**config.mk**
```make
export PLATFORM = sky130hd
export DESIGN_NAME = qr_v1_alnum_symbol_encoder_core
export DESIGN_NICKNAME = d
export VERILOG_FILES = /design/src/rtl/qrenc_pkg.sv /design/src/rtl/qrenc_ctrl.sv /design/src/rtl/qrenc_dp.sv /design/src/rtl/qr_v1_alnum_symbol_encoder_core.sv
export SDC_FILE = /design/constraint.sdc
export NUM_CORES = 2
export LEC_CHECK = 0
export BUFFER_PORTS_ARGS = -buffer_cell sky130_fd_sc_hd__buf_2
export CORE_MARGIN = 5
export CORE_UTILIZATION = 56
export CTS_BUF_LIST = sky130_fd_sc_hd__clkbuf_8
export CTS_CLUSTER_SIZE = 16
export DETAILED_ROUTE_END_ITERATION = 8
export PLACE_DENSITY = 0.76
export SLEW_MARGIN = 30
export SYNTH_ARGS = -nofsm -noshare
export SYNTH_HDL_FRONTEND = slang
export SYNTH_SLANG_ARGS = --single-unit
```
**constraint.sdc**
```tcl
create_clock -name clk_i -period 26.2 [get_ports clk_i]
set_input_delay 3.93 -clock clk_i [delete_from_list [all_inputs] [get_ports clk_i]]
set_output_delay 3.93 -clock clk_i [all_outputs]
set_load 0.01 [all_outputs]
```
**src/rtl/qrenc_pkg.sv**
```systemverilog
package qrenc_pkg;

  localparam int MAX_CHARS  = 25;
  localparam int SIDE       = 21;
  localparam int HDR_BITS   = 13;
  localparam int DATA_BYTES = 19;
  localparam int ECC_BYTES  = 7;
  localparam int DATA_BITS  = 152;
  localparam int CW_BITS    = 208;
  localparam int ALNUM_BASE = 45;

  localparam logic [3:0]  MODE_ALNUM = 4'b0010;
  localparam logic [7:0]  PAD_A      = 8'hEC;
  localparam logic [7:0]  PAD_B      = 8'h11;
  localparam logic [7:0]  GF_POLY    = 8'h1D;
  localparam logic [10:0] FMT_POLY   = 11'h537;
  localparam logic [14:0] FMT_MASK   = 15'h5412;
  localparam logic [14:0] FMT_ECC_L  = 15'h2000;
  localparam logic [10:0] FMT_SEED   = 11'd8;

  localparam logic [7:0] GEN [ECC_BYTES] = '{8'd127, 8'd122, 8'd154, 8'd164,
                                            8'd11, 8'd68, 8'd117};

  typedef logic [SIDE-1:0] row_t;
  typedef row_t [SIDE-1:0] grid_t;

  typedef struct packed {
    logic accept;
    logic load_pend;
    logic push_step;
    logic hdr;
    logic pad_step;
    logic rs_start;
    logic rs_step;
    logic pl_step;
    logic out_start;
    logic out_adv;
    logic clear;
  } cmd_t;

  typedef struct packed {
    logic pair_start;
    logic push_last;
    logic err;
    logic pend;
    logic pad_done;
    logic rs_last;
    logic pl_last;
    logic row_last;
  } sts_t;

  // {valid, code}
  function automatic logic [6:0] alnum_code(input logic [7:0] c);
    logic [7:0] t;
    logic [6:0] r;
    r = '0;
    if (c inside {[8'h30:8'h39]}) begin
      t = c - 8'h30;
      r = {1'b1, t[5:0]};
    end else if (c inside {[8'h41:8'h5A]}) begin
      t = c - 8'h37;
      r = {1'b1, t[5:0]};
    end else begin
      case (c)
        8'h20:   r = {1'b1, 6'd36};
        8'h24:   r = {1'b1, 6'd37};
        8'h25:   r = {1'b1, 6'd38};
        8'h2A:   r = {1'b1, 6'd39};
        8'h2B:   r = {1'b1, 6'd40};
        8'h2D:   r = {1'b1, 6'd41};
        8'h2E:   r = {1'b1, 6'd42};
        8'h2F:   r = {1'b1, 6'd43};
        8'h3A:   r = {1'b1, 6'd44};
        default: r = '0;
      endcase
    end
    return r;
  endfunction

  function automatic logic [7:0] gf_mul(input logic [7:0] a, input logic [7:0] b);
    logic [7:0] r;
    logic [7:0] aa;
    logic [7:0] bb;
    r  = '0;
    aa = a;
    bb = b;
    for (int i = 0; i < 8; i++) begin
      if (bb[0]) r = r ^ aa;
      aa = aa[7] ? ({aa[6:0], 1'b0} ^ GF_POLY) : {aa[6:0], 1'b0};
      bb = bb >> 1;
    end
    return r;
  endfunction

  // Finder, timing and format modules; returns the dark pattern or the occupancy map
  function automatic grid_t fixed_grid(input logic want_map);
    grid_t dk;
    grid_t mp;
    int x, y, ax, ay, d, cx, cy;
    logic [10:0] rem;
    logic [14:0] fmt;
    dk = '0;
    mp = '0;
    for (int i = 0; i < SIDE; i++) begin
      dk[i][6] = ((i & 1) == 0);
      mp[i][6] = 1'b1;
      dk[6][i] = ((i & 1) == 0);
      mp[6][i] = 1'b1;
    end
    for (int e = 0; e < 3; e++) begin
      cx = (e == 1) ? SIDE - 4 : 3;
      cy = (e == 2) ? SIDE - 4 : 3;
      for (int dy = -4; dy <= 4; dy++) begin
        for (int dx = -4; dx <= 4; dx++) begin
          x  = cx + dx;
          y  = cy + dy;
          ax = (dx < 0) ? -dx : dx;
          ay = (dy < 0) ? -dy : dy;
          d  = (ax > ay) ? ax : ay;
          if (x >= 0 && y >= 0 && x < SIDE && y < SIDE) begin
            dk[y][x] = (d != 2) && (d != 4);
            mp[y][x] = 1'b1;
          end
        end
      end
    end
    rem = FMT_SEED;
    for (int i = 0; i < 10; i++) begin
      rem = {rem[9:0], 1'b0} ^ (rem[9] ? FMT_POLY : 11'd0);
    end
    fmt = (FMT_ECC_L | {4'b0000, rem}) ^ FMT_MASK;
    for (int i = 0; i <= 5; i++) begin
      dk[i][8] = fmt[i];
      mp[i][8] = 1'b1;
    end
    dk[7][8] = fmt[6];
    mp[7][8] = 1'b1;
    dk[8][8] = fmt[7];
    mp[8][8] = 1'b1;
    dk[8][7] = fmt[8];
    mp[8][7] = 1'b1;
    for (int i = 9; i < 15; i++) begin
      dk[8][14-i] = fmt[i];
      mp[8][14-i] = 1'b1;
    end
    for (int i = 0; i < 8; i++) begin
      dk[8][SIDE-1-i] = fmt[i];
      mp[8][SIDE-1-i] = 1'b1;
    end
    for (int i = 8; i < 15; i++) begin
      dk[SIDE-15+i][8] = fmt[i];
      mp[SIDE-15+i][8] = 1'b1;
    end
    dk[SIDE-8][8] = 1'b1;
    mp[SIDE-8][8] = 1'b1;
    return want_map ? mp : dk;
  endfunction

  localparam grid_t FIX_DARK = fixed_grid(1'b0);
  localparam grid_t FIX_MAP  = fixed_grid(1'b1);

endpackage

```
**src/rtl/qrenc_ctrl.sv**
```systemverilog
module qrenc_ctrl (
  input  logic              clk_i,
  input  logic              rst_ni,
  input  logic              s_valid_i,
  input  logic              s_last_i,
  input  logic              m_ready_i,
  input  qrenc_pkg::sts_t   sts_i,
  output qrenc_pkg::cmd_t   cmd_o,
  output logic              s_ready_o,
  output logic              m_valid_o
);

  typedef enum logic [7:0] {
    ST_IDLE  = 8'b0000_0001,
    ST_PUSH  = 8'b0000_0010,
    ST_FIN   = 8'b0000_0100,
    ST_HDR   = 8'b0000_1000,
    ST_PAD   = 8'b0001_0000,
    ST_RS    = 8'b0010_0000,
    ST_PLACE = 8'b0100_0000,
    ST_OUT   = 8'b1000_0000
  } state_e;

  state_e state_q, state_d;
  logic   fin_q, fin_d;

  always_comb begin
    state_d   = state_q;
    fin_d     = fin_q;
    cmd_o     = '0;
    s_ready_o = 1'b0;
    m_valid_o = 1'b0;
    case (state_q)
      ST_IDLE: begin
        s_ready_o = 1'b1;
        if (s_valid_i) begin
          cmd_o.accept = 1'b1;
          fin_d        = s_last_i;
          if (sts_i.pair_start) begin
            state_d = ST_PUSH;
          end else if (s_last_i) begin
            state_d = ST_FIN;
          end
        end
      end
      ST_PUSH: begin
        cmd_o.push_step = 1'b1;
        if (sts_i.push_last) begin
          state_d = fin_q ? ST_FIN : ST_IDLE;
        end
      end
      ST_FIN: begin
        if (sts_i.err) begin
          cmd_o.out_start = 1'b1;
          state_d         = ST_OUT;
        end else if (sts_i.pend) begin
          // flush the unpaired character as a 6-bit group
          cmd_o.load_pend = 1'b1;
          state_d         = ST_PUSH;
        end else begin
          state_d = ST_HDR;
        end
      end
      ST_HDR: begin
        cmd_o.hdr = 1'b1;
        state_d   = ST_PAD;
      end
      ST_PAD: begin
        if (sts_i.pad_done) begin
          cmd_o.rs_start = 1'b1;
          state_d        = ST_RS;
        end else begin
          cmd_o.pad_step = 1'b1;
        end
      end
      ST_RS: begin
        cmd_o.rs_step = 1'b1;
        if (sts_i.rs_last) state_d = ST_PLACE;
      end
      ST_PLACE: begin
        cmd_o.pl_step = 1'b1;
        if (sts_i.pl_last) begin
          cmd_o.out_start = 1'b1;
          state_d         = ST_OUT;
        end
      end
      ST_OUT: begin
        m_valid_o = 1'b1;
        if (m_ready_i) begin
          if (sts_i.row_last) begin
            cmd_o.clear = 1'b1;
            fin_d       = 1'b0;
            state_d     = ST_IDLE;
          end else begin
            cmd_o.out_adv = 1'b1;
          end
        end
      end
      default: state_d = ST_IDLE;
    endcase
  end

  always_ff @(posedge clk_i or negedge rst_ni) begin
    if (!rst_ni) begin
      state_q <= ST_IDLE;
      fin_q   <= 1'b0;
    end else begin
      state_q <= state_d;
      fin_q   <= fin_d;
    end
  end

  a_no_overlap: assert property (@(posedge clk_i) disable iff (!rst_ni)
    !(s_ready_o && m_valid_o))
    else $error("input and output requests active together");

  a_back_to_idle: assert property (@(posedge clk_i) disable iff (!rst_ni)
    (state_q == ST_OUT && m_ready_i && sts_i.row_last) |=> (state_q == ST_IDLE))
    else $error("controller did not return to idle after the last row");

  a_state_onehot: assert property (@(posedge clk_i) disable iff (!rst_ni)
    $onehot(state_q))
    else $error("controller state is not one-hot");

endmodule

```
**src/rtl/qrenc_dp.sv**
```systemverilog
module qrenc_dp (
  input  logic             clk_i,
  input  logic             rst_ni,
  input  qrenc_pkg::cmd_t  cmd_i,
  input  logic [7:0]       char_i,
  input  logic             has_i,
  output qrenc_pkg::sts_t  sts_o,
  output logic [4:0]       row_idx_o,
  output logic [20:0]      row_bits_o,
  output logic             ok_o,
  output logic             last_row_o
);

  function automatic logic [7:0] rev8(input logic [7:0] v);
    logic [7:0] r;
    for (int i = 0; i < 8; i++) r[i] = v[7-i];
    return r;
  endfunction

  logic [qrenc_pkg::DATA_BITS-1:0] data_q;
  logic [7:0]  bc_q;
  logic [4:0]  cnt_q;
  logic [5:0]  pend_q;
  logic        pv_q;
  logic        err_q;
  logic [10:0] sh_q;
  logic [3:0]  nb_q;
  logic [4:0]  pad_idx_q;
  logic        pad_sel_q;
  logic [7:0]  chk_q [qrenc_pkg::ECC_BYTES];
  logic [4:0]  rs_idx_q;
  logic [4:0]  right_q;
  logic [4:0]  vert_q;
  logic        k_q;
  logic [7:0]  idx_q;
  logic [4:0]  row_q;
  qrenc_pkg::row_t mat_q [qrenc_pkg::SIDE];

  logic [6:0]  code;
  logic        take, good;
  logic [10:0] pair_val;
  logic [7:0]  pos;
  logic [12:0] hdr;
  logic [7:0]  room, term, align;
  logic [7:0]  fb;
  logic [qrenc_pkg::CW_BITS-1:0] cw;
  logic [4:0]  x, y, rp1;
  logic        up, put, dbit;

  always_comb begin
    code     = qrenc_pkg::alnum_code(char_i);
    take     = cmd_i.accept && has_i && !err_q;
    good     = code[6] && (cnt_q < 5'(qrenc_pkg::MAX_CHARS));
    pair_val = 11'(pend_q) * 11'(qrenc_pkg::ALNUM_BASE) + 11'(code[5:0]);
    pos      = 8'(qrenc_pkg::HDR_BITS) + bc_q;
    hdr      = {qrenc_pkg::MODE_ALNUM, 4'b0000, cnt_q};
    // terminator of up to four zeros, then round up to a byte
    room     = 8'(qrenc_pkg::DATA_BITS) - pos;
    term     = (room < 8'd4) ? room : 8'd4;
    align    = pos + term + 8'd7;
    fb       = rev8(data_q[{rs_idx_q, 3'b000} +: 8]) ^ chk_q[0];

    cw[qrenc_pkg::DATA_BITS-1:0] = data_q;
    for (int j = 0; j < qrenc_pkg::ECC_BYTES; j++) begin
      for (int b = 0; b < 8; b++) begin
        cw[qrenc_pkg::DATA_BITS + 8*j + b] = chk_q[j][7-b];
      end
    end

    x    = right_q - {4'b0000, k_q};
    rp1  = right_q + 5'd1;
    up   = ~rp1[1];
    y    = up ? (5'(qrenc_pkg::SIDE - 1) - vert_q) : vert_q;
    put  = !qrenc_pkg::FIX_MAP[y][x] && (idx_q < 8'(qrenc_pkg::CW_BITS));
    dbit = cw[idx_q] ^ ~(x[0] ^ y[0]);

    sts_o.pair_start = take && good && pv_q;
    sts_o.push_last  = (nb_q == 4'd1);
    sts_o.err        = err_q;
    sts_o.pend       = pv_q;
    sts_o.pad_done   = (pad_idx_q == 5'(qrenc_pkg::DATA_BYTES));
    sts_o.rs_last    = (rs_idx_q == 5'(qrenc_pkg::DATA_BYTES - 1));
    sts_o.pl_last    = k_q && (vert_q == 5'(qrenc_pkg::SIDE - 1)) && (right_q == 5'd1);
    sts_o.row_last   = (row_q == 5'(qrenc_pkg::SIDE - 1));

    row_idx_o  = row_q;
    ok_o       = !err_q;
    last_row_o = sts_o.row_last;
    row_bits_o = err_q ? '0 : ((mat_q[row_q] & ~qrenc_pkg::FIX_MAP[row_q])
                               | qrenc_pkg::FIX_DARK[row_q]);
  end

  always_ff @(posedge clk_i or negedge rst_ni) begin
    if (!rst_ni) begin
      data_q    <= '0;
      bc_q      <= '0;
      cnt_q     <= '0;
      pend_q    <= '0;
      pv_q      <= 1'b0;
      err_q     <= 1'b0;
      sh_q      <= '0;
      nb_q      <= '0;
      pad_idx_q <= '0;
      pad_sel_q <= 1'b0;
      for (int j = 0; j < qrenc_pkg::ECC_BYTES; j++) chk_q[j] <= '0;
      rs_idx_q  <= '0;
      right_q   <= '0;
      vert_q    <= '0;
      k_q       <= 1'b0;
      idx_q     <= '0;
      row_q     <= '0;
    end else if (cmd_i.clear) begin
      data_q <= '0;
      bc_q   <= '0;
      cnt_q  <= '0;
      pend_q <= '0;
      pv_q   <= 1'b0;
      err_q  <= 1'b0;
      for (int j = 0; j < qrenc_pkg::ECC_BYTES; j++) chk_q[j] <= '0;
    end else begin
      if (take) begin
        if (!good) begin
          err_q <= 1'b1;
        end else begin
          cnt_q <= cnt_q + 5'd1;
          if (pv_q) begin
            sh_q   <= pair_val;
            nb_q   <= 4'd11;
            pv_q   <= 1'b0;
            pend_q <= '0;
          end else begin
            pend_q <= code[5:0];
            pv_q   <= 1'b1;
          end
        end
      end
      if (cmd_i.load_pend) begin
        sh_q   <= {pend_q, 5'b00000};
        nb_q   <= 4'd6;
        pv_q   <= 1'b0;
        pend_q <= '0;
      end
      if (cmd_i.push_step) begin
        data_q[pos] <= sh_q[10];
        sh_q        <= {sh_q[9:0], 1'b0};
        bc_q        <= bc_q + 8'd1;
        nb_q        <= nb_q - 4'd1;
      end
      if (cmd_i.hdr) begin
        for (int i = 0; i < qrenc_pkg::HDR_BITS; i++) data_q[i] <= hdr[12-i];
        pad_idx_q <= align[7:3];
        pad_sel_q <= 1'b0;
      end
      if (cmd_i.pad_step) begin
        data_q[{pad_idx_q, 3'b000} +: 8] <= rev8(pad_sel_q ? qrenc_pkg::PAD_B
                                                            : qrenc_pkg::PAD_A);
        pad_idx_q <= pad_idx_q + 5'd1;
        pad_sel_q <= ~pad_sel_q;
      end
      if (cmd_i.rs_start) begin
        for (int j = 0; j < qrenc_pkg::ECC_BYTES; j++) chk_q[j] <= '0;
        rs_idx_q <= '0;
        right_q  <= 5'(qrenc_pkg::SIDE - 1);
        vert_q   <= '0;
        k_q      <= 1'b0;
        idx_q    <= '0;
      end
      if (cmd_i.rs_step) begin
        for (int j = 0; j < qrenc_pkg::ECC_BYTES - 1; j++) begin
          chk_q[j] <= chk_q[j+1] ^ qrenc_pkg::gf_mul(qrenc_pkg::GEN[j], fb);
        end
        chk_q[qrenc_pkg::ECC_BYTES-1] <=
          qrenc_pkg::gf_mul(qrenc_pkg::GEN[qrenc_pkg::ECC_BYTES-1], fb);
        rs_idx_q <= rs_idx_q + 5'd1;
      end
      if (cmd_i.pl_step) begin
        if (put) idx_q <= idx_q + 8'd1;
        if (!k_q) begin
          k_q <= 1'b1;
        end else begin
          k_q <= 1'b0;
          if (vert_q == 5'(qrenc_pkg::SIDE - 1)) begin
            vert_q <= '0;
            // skip the vertical timing column
            right_q <= (right_q == 5'd8) ? 5'd5 : right_q - 5'd2;
          end else begin
            vert_q <= vert_q + 5'd1;
          end
        end
      end
      if (cmd_i.out_start) row_q <= '0;
      if (cmd_i.out_adv)   row_q <= row_q + 5'd1;
    end
  end

  always_ff @(posedge clk_i) begin
    if (cmd_i.pl_step && put) mat_q[y][x] <= dbit;
  end

  a_bits_fit: assert property (@(posedge clk_i) disable iff (!rst_ni)
    bc_q <= 8'(qrenc_pkg::DATA_BITS - qrenc_pkg::HDR_BITS))
    else $error("payload overran the data capacity");

  a_chars_fit: assert property (@(posedge clk_i) disable iff (!rst_ni)
    cnt_q <= 5'(qrenc_pkg::MAX_CHARS))
    else $error("character count beyond limit");

  a_all_placed: assert property (@(posedge clk_i) disable iff (!rst_ni)
    (cmd_i.pl_step && sts_o.pl_last) |=> (idx_q == 8'(qrenc_pkg::CW_BITS)))
    else $error("placement walk did not consume every codeword bit");

endmodule

```
**src/rtl/qr_v1_alnum_symbol_encoder_core.sv**
```systemverilog
// QR version 1 alphanumeric encoder (ECC L, mask 0).
// Input stream: one text character per request. tdata carries the ASCII code,
// tuser set means tdata holds a character (clear allows an empty text), tlast
// ends the text. Characters outside the 45-symbol set or beyond 25 flag an error.
// Output stream: 21 requests per text, one per symbol row, top row first;
// tuser is the ok flag and tlast marks row 20. On error every row is zero, ok low.
// Processing: a character is taken on its own request; one that completes a pair
// then has its group shifted into the data buffer one bit per cycle. After tlast
// the block runs the finish step (an unpaired character is flushed as a 6-bit
// group), the header, the pad bytes and the Reed-Solomon pass (one data byte per
// cycle), then walks the zigzag placement (one module per cycle) before the first
// row is offered.
// Input is not taken while a text is being finished or rows are pending.
// Reset clears the text state; the block is ready as soon as reset is released.
// A stalled receiver holds the current row; the block waits without loss.
module qr_v1_alnum_symbol_encoder_core (
  input  logic        clk_i,
  input  logic        rst_ni,
  input  logic        s_axis_tvalid_i,
  output logic        s_axis_tready_o,
  input  logic [7:0]  s_axis_tdata_i,   // [7:0] char_code
  input  logic        s_axis_tuser_i,   // [0] has_char
  input  logic        s_axis_tlast_i,
  output logic        m_axis_tvalid_o,
  input  logic        m_axis_tready_i,
  output logic [31:0] m_axis_tdata_o,   // [4:0] row_index, [25:5] row_bits
  output logic        m_axis_tuser_o,   // [0] ok
  output logic        m_axis_tlast_o
);

  qrenc_pkg::cmd_t cmd;
  qrenc_pkg::sts_t sts;
  logic [4:0]  row_idx;
  logic [20:0] row_bits;

  qrenc_ctrl u_ctrl (
    .clk_i     (clk_i),
    .rst_ni    (rst_ni),
    .s_valid_i (s_axis_tvalid_i),
    .s_last_i  (s_axis_tlast_i),
    .m_ready_i (m_axis_tready_i),
    .sts_i     (sts),
    .cmd_o     (cmd),
    .s_ready_o (s_axis_tready_o),
    .m_valid_o (m_axis_tvalid_o)
  );

  qrenc_dp u_dp (
    .clk_i      (clk_i),
    .rst_ni     (rst_ni),
    .cmd_i      (cmd),
    .char_i     (s_axis_tdata_i),
    .has_i      (s_axis_tuser_i),
    .sts_o      (sts),
    .row_idx_o  (row_idx),
    .row_bits_o (row_bits),
    .ok_o       (m_axis_tuser_o),
    .last_row_o (m_axis_tlast_o)
  );

  assign m_axis_tdata_o = {6'b000000, row_bits, row_idx};

endmodule

```
==> flow_metrics.tcl <==
set metrics [dict create \
    critPathKind "flip-flop to primary output" \
    status "finished, final reports clean" \
    clock_latency_ps 720 \
    drtIter0Drc 2698 \
    switching_power_mw 1.535 \
    wl_per_cell_um 23.72 \
    io_pins 50 \
    r2r_slack_ps 21010 \
    max_cap_viol_count 0 \
    grt_first_pass_wirelength_um 142800 \
    place_area_sq_mm 0.03343 \
    clkPwrFrac_pct 20.7 \
    io_buffers 43 \
    core-area_sq_mm 0.05770 \
    stdcell_count 3871 \
    gr-usage-all-layers_pct 28.53 \
    ys_warn_count 0 \
    synth.cell_area_sq_mm 0.03267 \
    synthArstFlopShare_pct 51.99 \
    relSlewSlack_pct 26.43 \
    path_max_fanout 47 \
    cts_resized 0 \
    final.setup.tns_ps 0 \
    rsz0062_at_grt "false" \
    start_kind "flip-flop" \
    post_cts_buffers 0 \
    ys_dominant_reg_cell "dfrtp_1" \
    hpwl_um 60560 \
    rows 88 \
    ys_top_cells_by_area "edfxtp_1, dfrtp_1, mux4_2" \
    min_path_type "flip-flop to flip-flop" \
    p_int_mw 2.253 \
    setup_viol 0 \
    final_cell_area_sq_mm 0.03539 \
    fin_util_pct 61.33 \
    start_util_pct 56.62 \
    clk_pin_slew_ps 60 \
    clockBufferDepth 3 \
    drt_wl_total_um 91800 \
    seq_power_share_pct 36.5 \
    crit_start "u_dp.row_idx_o[0]$_DFFE_PN0P_" \
    vias 25210 \
    reg2regPathDepth 8 \
    fin_crit_sh_pct 29.92 \
    combinationalPowerShare_pct 42.9 \
    synth_top_area_cell "edfxtp_1" \
    cts_tree "built" \
    htreeDepth 3 \
    fin_crit_ps 7839 \
    regArea_sq_mm 0.01521 \
    multi_input_area_sq_mm 0.01650 \
    grt_overflow_total 0 \
    synth_seq_cells 554 \
    synth_cells 3038 \
    die_area_sq_mm 0.06326 \
    globalplace.congestion 1.006 \
    ant_nets 0 \
    synth.top_cell.area_share_pct 24.45 \
    die-height_um 251.5 \
    reg2reg_to "u_dp.mat_q[11][15]$_DFFE_PP_" \
    cts-root-buf "clkbuf_8" \
    fmax_mhz 127.6 \
    place_inst 3697 \
    reg2reg_from "u_dp.idx_q[0]$_DFFE_PN0N_" \
    antenna_found_initial 5 \
    maxSlewViolCount 0 \
    end_kind "primary output" \
    final_nets 3128 \
    via_per_inst 6.512 \
    synth_edf_count 266 \
    ir_drop_uv 112.9 \
    critPathCapture "m_axis_tdata_o[14]" \
    crit_required_ps 22270 \
    fillerInstances 4572 \
    power_density_mw_per_mm2 107.0 \
    yosysSeqAreaShare_pct 46.52 \
    drive_gt1_share_pct 14.01 \
    arrival_ps 3910 \
    grt_pass1_vias 25100 \
    p_sw_share_pct 40.53 \
    synth_area_per_cell_sq_um 10.75 \
    total_power_mw 3.788 \
    fin_worst_skew_ps 38.26 \
    areaGrowthSynthToFinish_pct 8.327 \
    drc 0 \
    power_leakage_nw 14.33 \
    die_x_um 251.5 \
    hold_violations 0 \
    cts_sinks 554 \
    firstDrtPassIters 6 \
    ctsHoldBuffers 0 \
    synthDistinctLibCells 82 \
    worstMarginPinSlew_ps 1095 \
    numCtsBuffers 93 \
    grt_max_degree 172 \
]
layout by cell type, fill, tap and decap left out, types with 14 or more instances in the layout:
master,instances
ha_1,77
nor2_1,435
o21ai_0,170
nand2b_1,14
nor2b_1,14
dfrtp_1,280
buf_4,26
nand3_1,74
mux4_2,149
edfxtp_1,266
a21oi_1,166
mux2i_1,142
clkbuf_8,108
inv_1,109
xnor2_1,103
nand2_1,362
mux4_1,23
a31oi_1,47
and3_1,27
nand4_1,29
nor3_1,44
buf_2,42
o21ai_1,23
a22o_1,14
conb_1,30
xor2_1,43
registers in the layout (all words and copies together), names as in the netlist, 5 cells and up:
signal and cells:
u_dp.mat_q 266, u_dp.data_q 152, u_dp.chk_q 56, u_dp.sh_q 11, u_ctrl.state_q 8, u_dp.bc_q 8
u_dp.idx_q 8, u_dp.pend_q 6, u_dp.cnt_q 5, u_dp.pad_idx_q 5, u_dp.right_q 5, u_dp.row_idx_o 5
u_dp.rs_idx_q 5, u_dp.vert_q 5
Yosys cell counts, drive strengths merged, types with 27 or more instances:
library cell / instances
nor2: 438
nand2: 364
dfrtp: 287
edfxtp: 266
o21ai: 194
mux4: 172
a21oi: 166
clkbuf: 164
mux2i: 142
xnor2: 125
inv: 78
ha: 77
nand3: 75
nor3: 51
xor2: 48
a31oi: 47
buf: 45
nand4: 29
and3: 27
per-stage QoR:
step	hold WS [ps]	worst slack, ps
2_1_floorplan	444.7	13660
3_3_place_gp	465.0	17930
3_5_place_dp	470.9	17760
4_1_cts	492.4	18270
5_1_grt	520.6	18050
6_report	492.3	18360
layer usage:
metal	global-route usage [%]	share of wire [%]	up-vias
met5	0	0.034	-
met1	35.79	37	12380
met4	14.25	5.8	4
li1	-	-	10980
met3	6.556	9.9	341
met2	46.95	48	1505
area by class of cell:
cell class / count / share of cell area (%)
repair buffers: 76 / 1.528
clock buffers: 108 / 4.201
clock inverters: 62 / 1.086
well taps: 765 / 2.705
diodes: 2 / 0.01414
multi-input cells: 2224 / 46.63
flip-flops and latches: 554 / 42.99
inverters: 80 / 0.8486
power groups by stage:
stage	Sequential (mW)	Clock, mW	Combinational (mW)
final	1.38	0.782	1.62
after global routing	1.40	0.835	1.75
after CTS	1.38	0.792	1.60
after detailed placement	1.39	0	1.60
after global placement	1.39	0	1.55
after floorplan	1.37	0	1.27
worst max-delay path, cell delays in order (launching register included):
cell and delay, ps:
dfrtp_4 810, buf_4 770, mux4_2 590, mux4_2 510
nor2_1 110, a211oi_1 110, buf_2 230
kinds of logic (layout without fill, tap and decap cells):
kind of cell / count (synthesis) / count (layout) / share of synthesized area, %
and+or+nand+nor: 1088 / 1088 / 14.52
DFF: 554 / 554 / 46.52
AOI/OAI and AO/OA: 522 / 522 / 9.453
muxes: 326 / 326 / 16.89
buffers and inverters: 289 / 326 / 3.616
xor gates and xnor gates: 173 / 173 / 5.546
adders and majority gates: 85 / 85 / 3.440
other: 1 / 32 / 0.01148
worst min path at each step:
stage                                   from                       end  slack, ps  cells after the start
detailed placement  u_dp.sh_q[2]$_DFFE_PN0P_  u_dp.sh_q[3]$_DFFE_PN0P_        470                      2
CTS                 u_dp.sh_q[3]$_DFFE_PN0P_  u_dp.sh_q[4]$_DFFE_PN0P_        490                      2
global route        u_dp.sh_q[8]$_DFFE_PN0P_  u_dp.sh_q[9]$_DFFE_PN0P_        520                      2
global placement    u_dp.sh_q[0]$_DFFE_PN0P_  u_dp.sh_q[1]$_DFFE_PN0P_        460                      2
finish              u_dp.sh_q[3]$_DFFE_PN0P_  u_dp.sh_q[4]$_DFFE_PN0P_        490                      2
floorplan           u_dp.sh_q[2]$_DFFE_PN0P_  u_dp.sh_q[3]$_DFFE_PN0P_        440                      2
No activity file was read; power rests on OpenSTA's default activity.
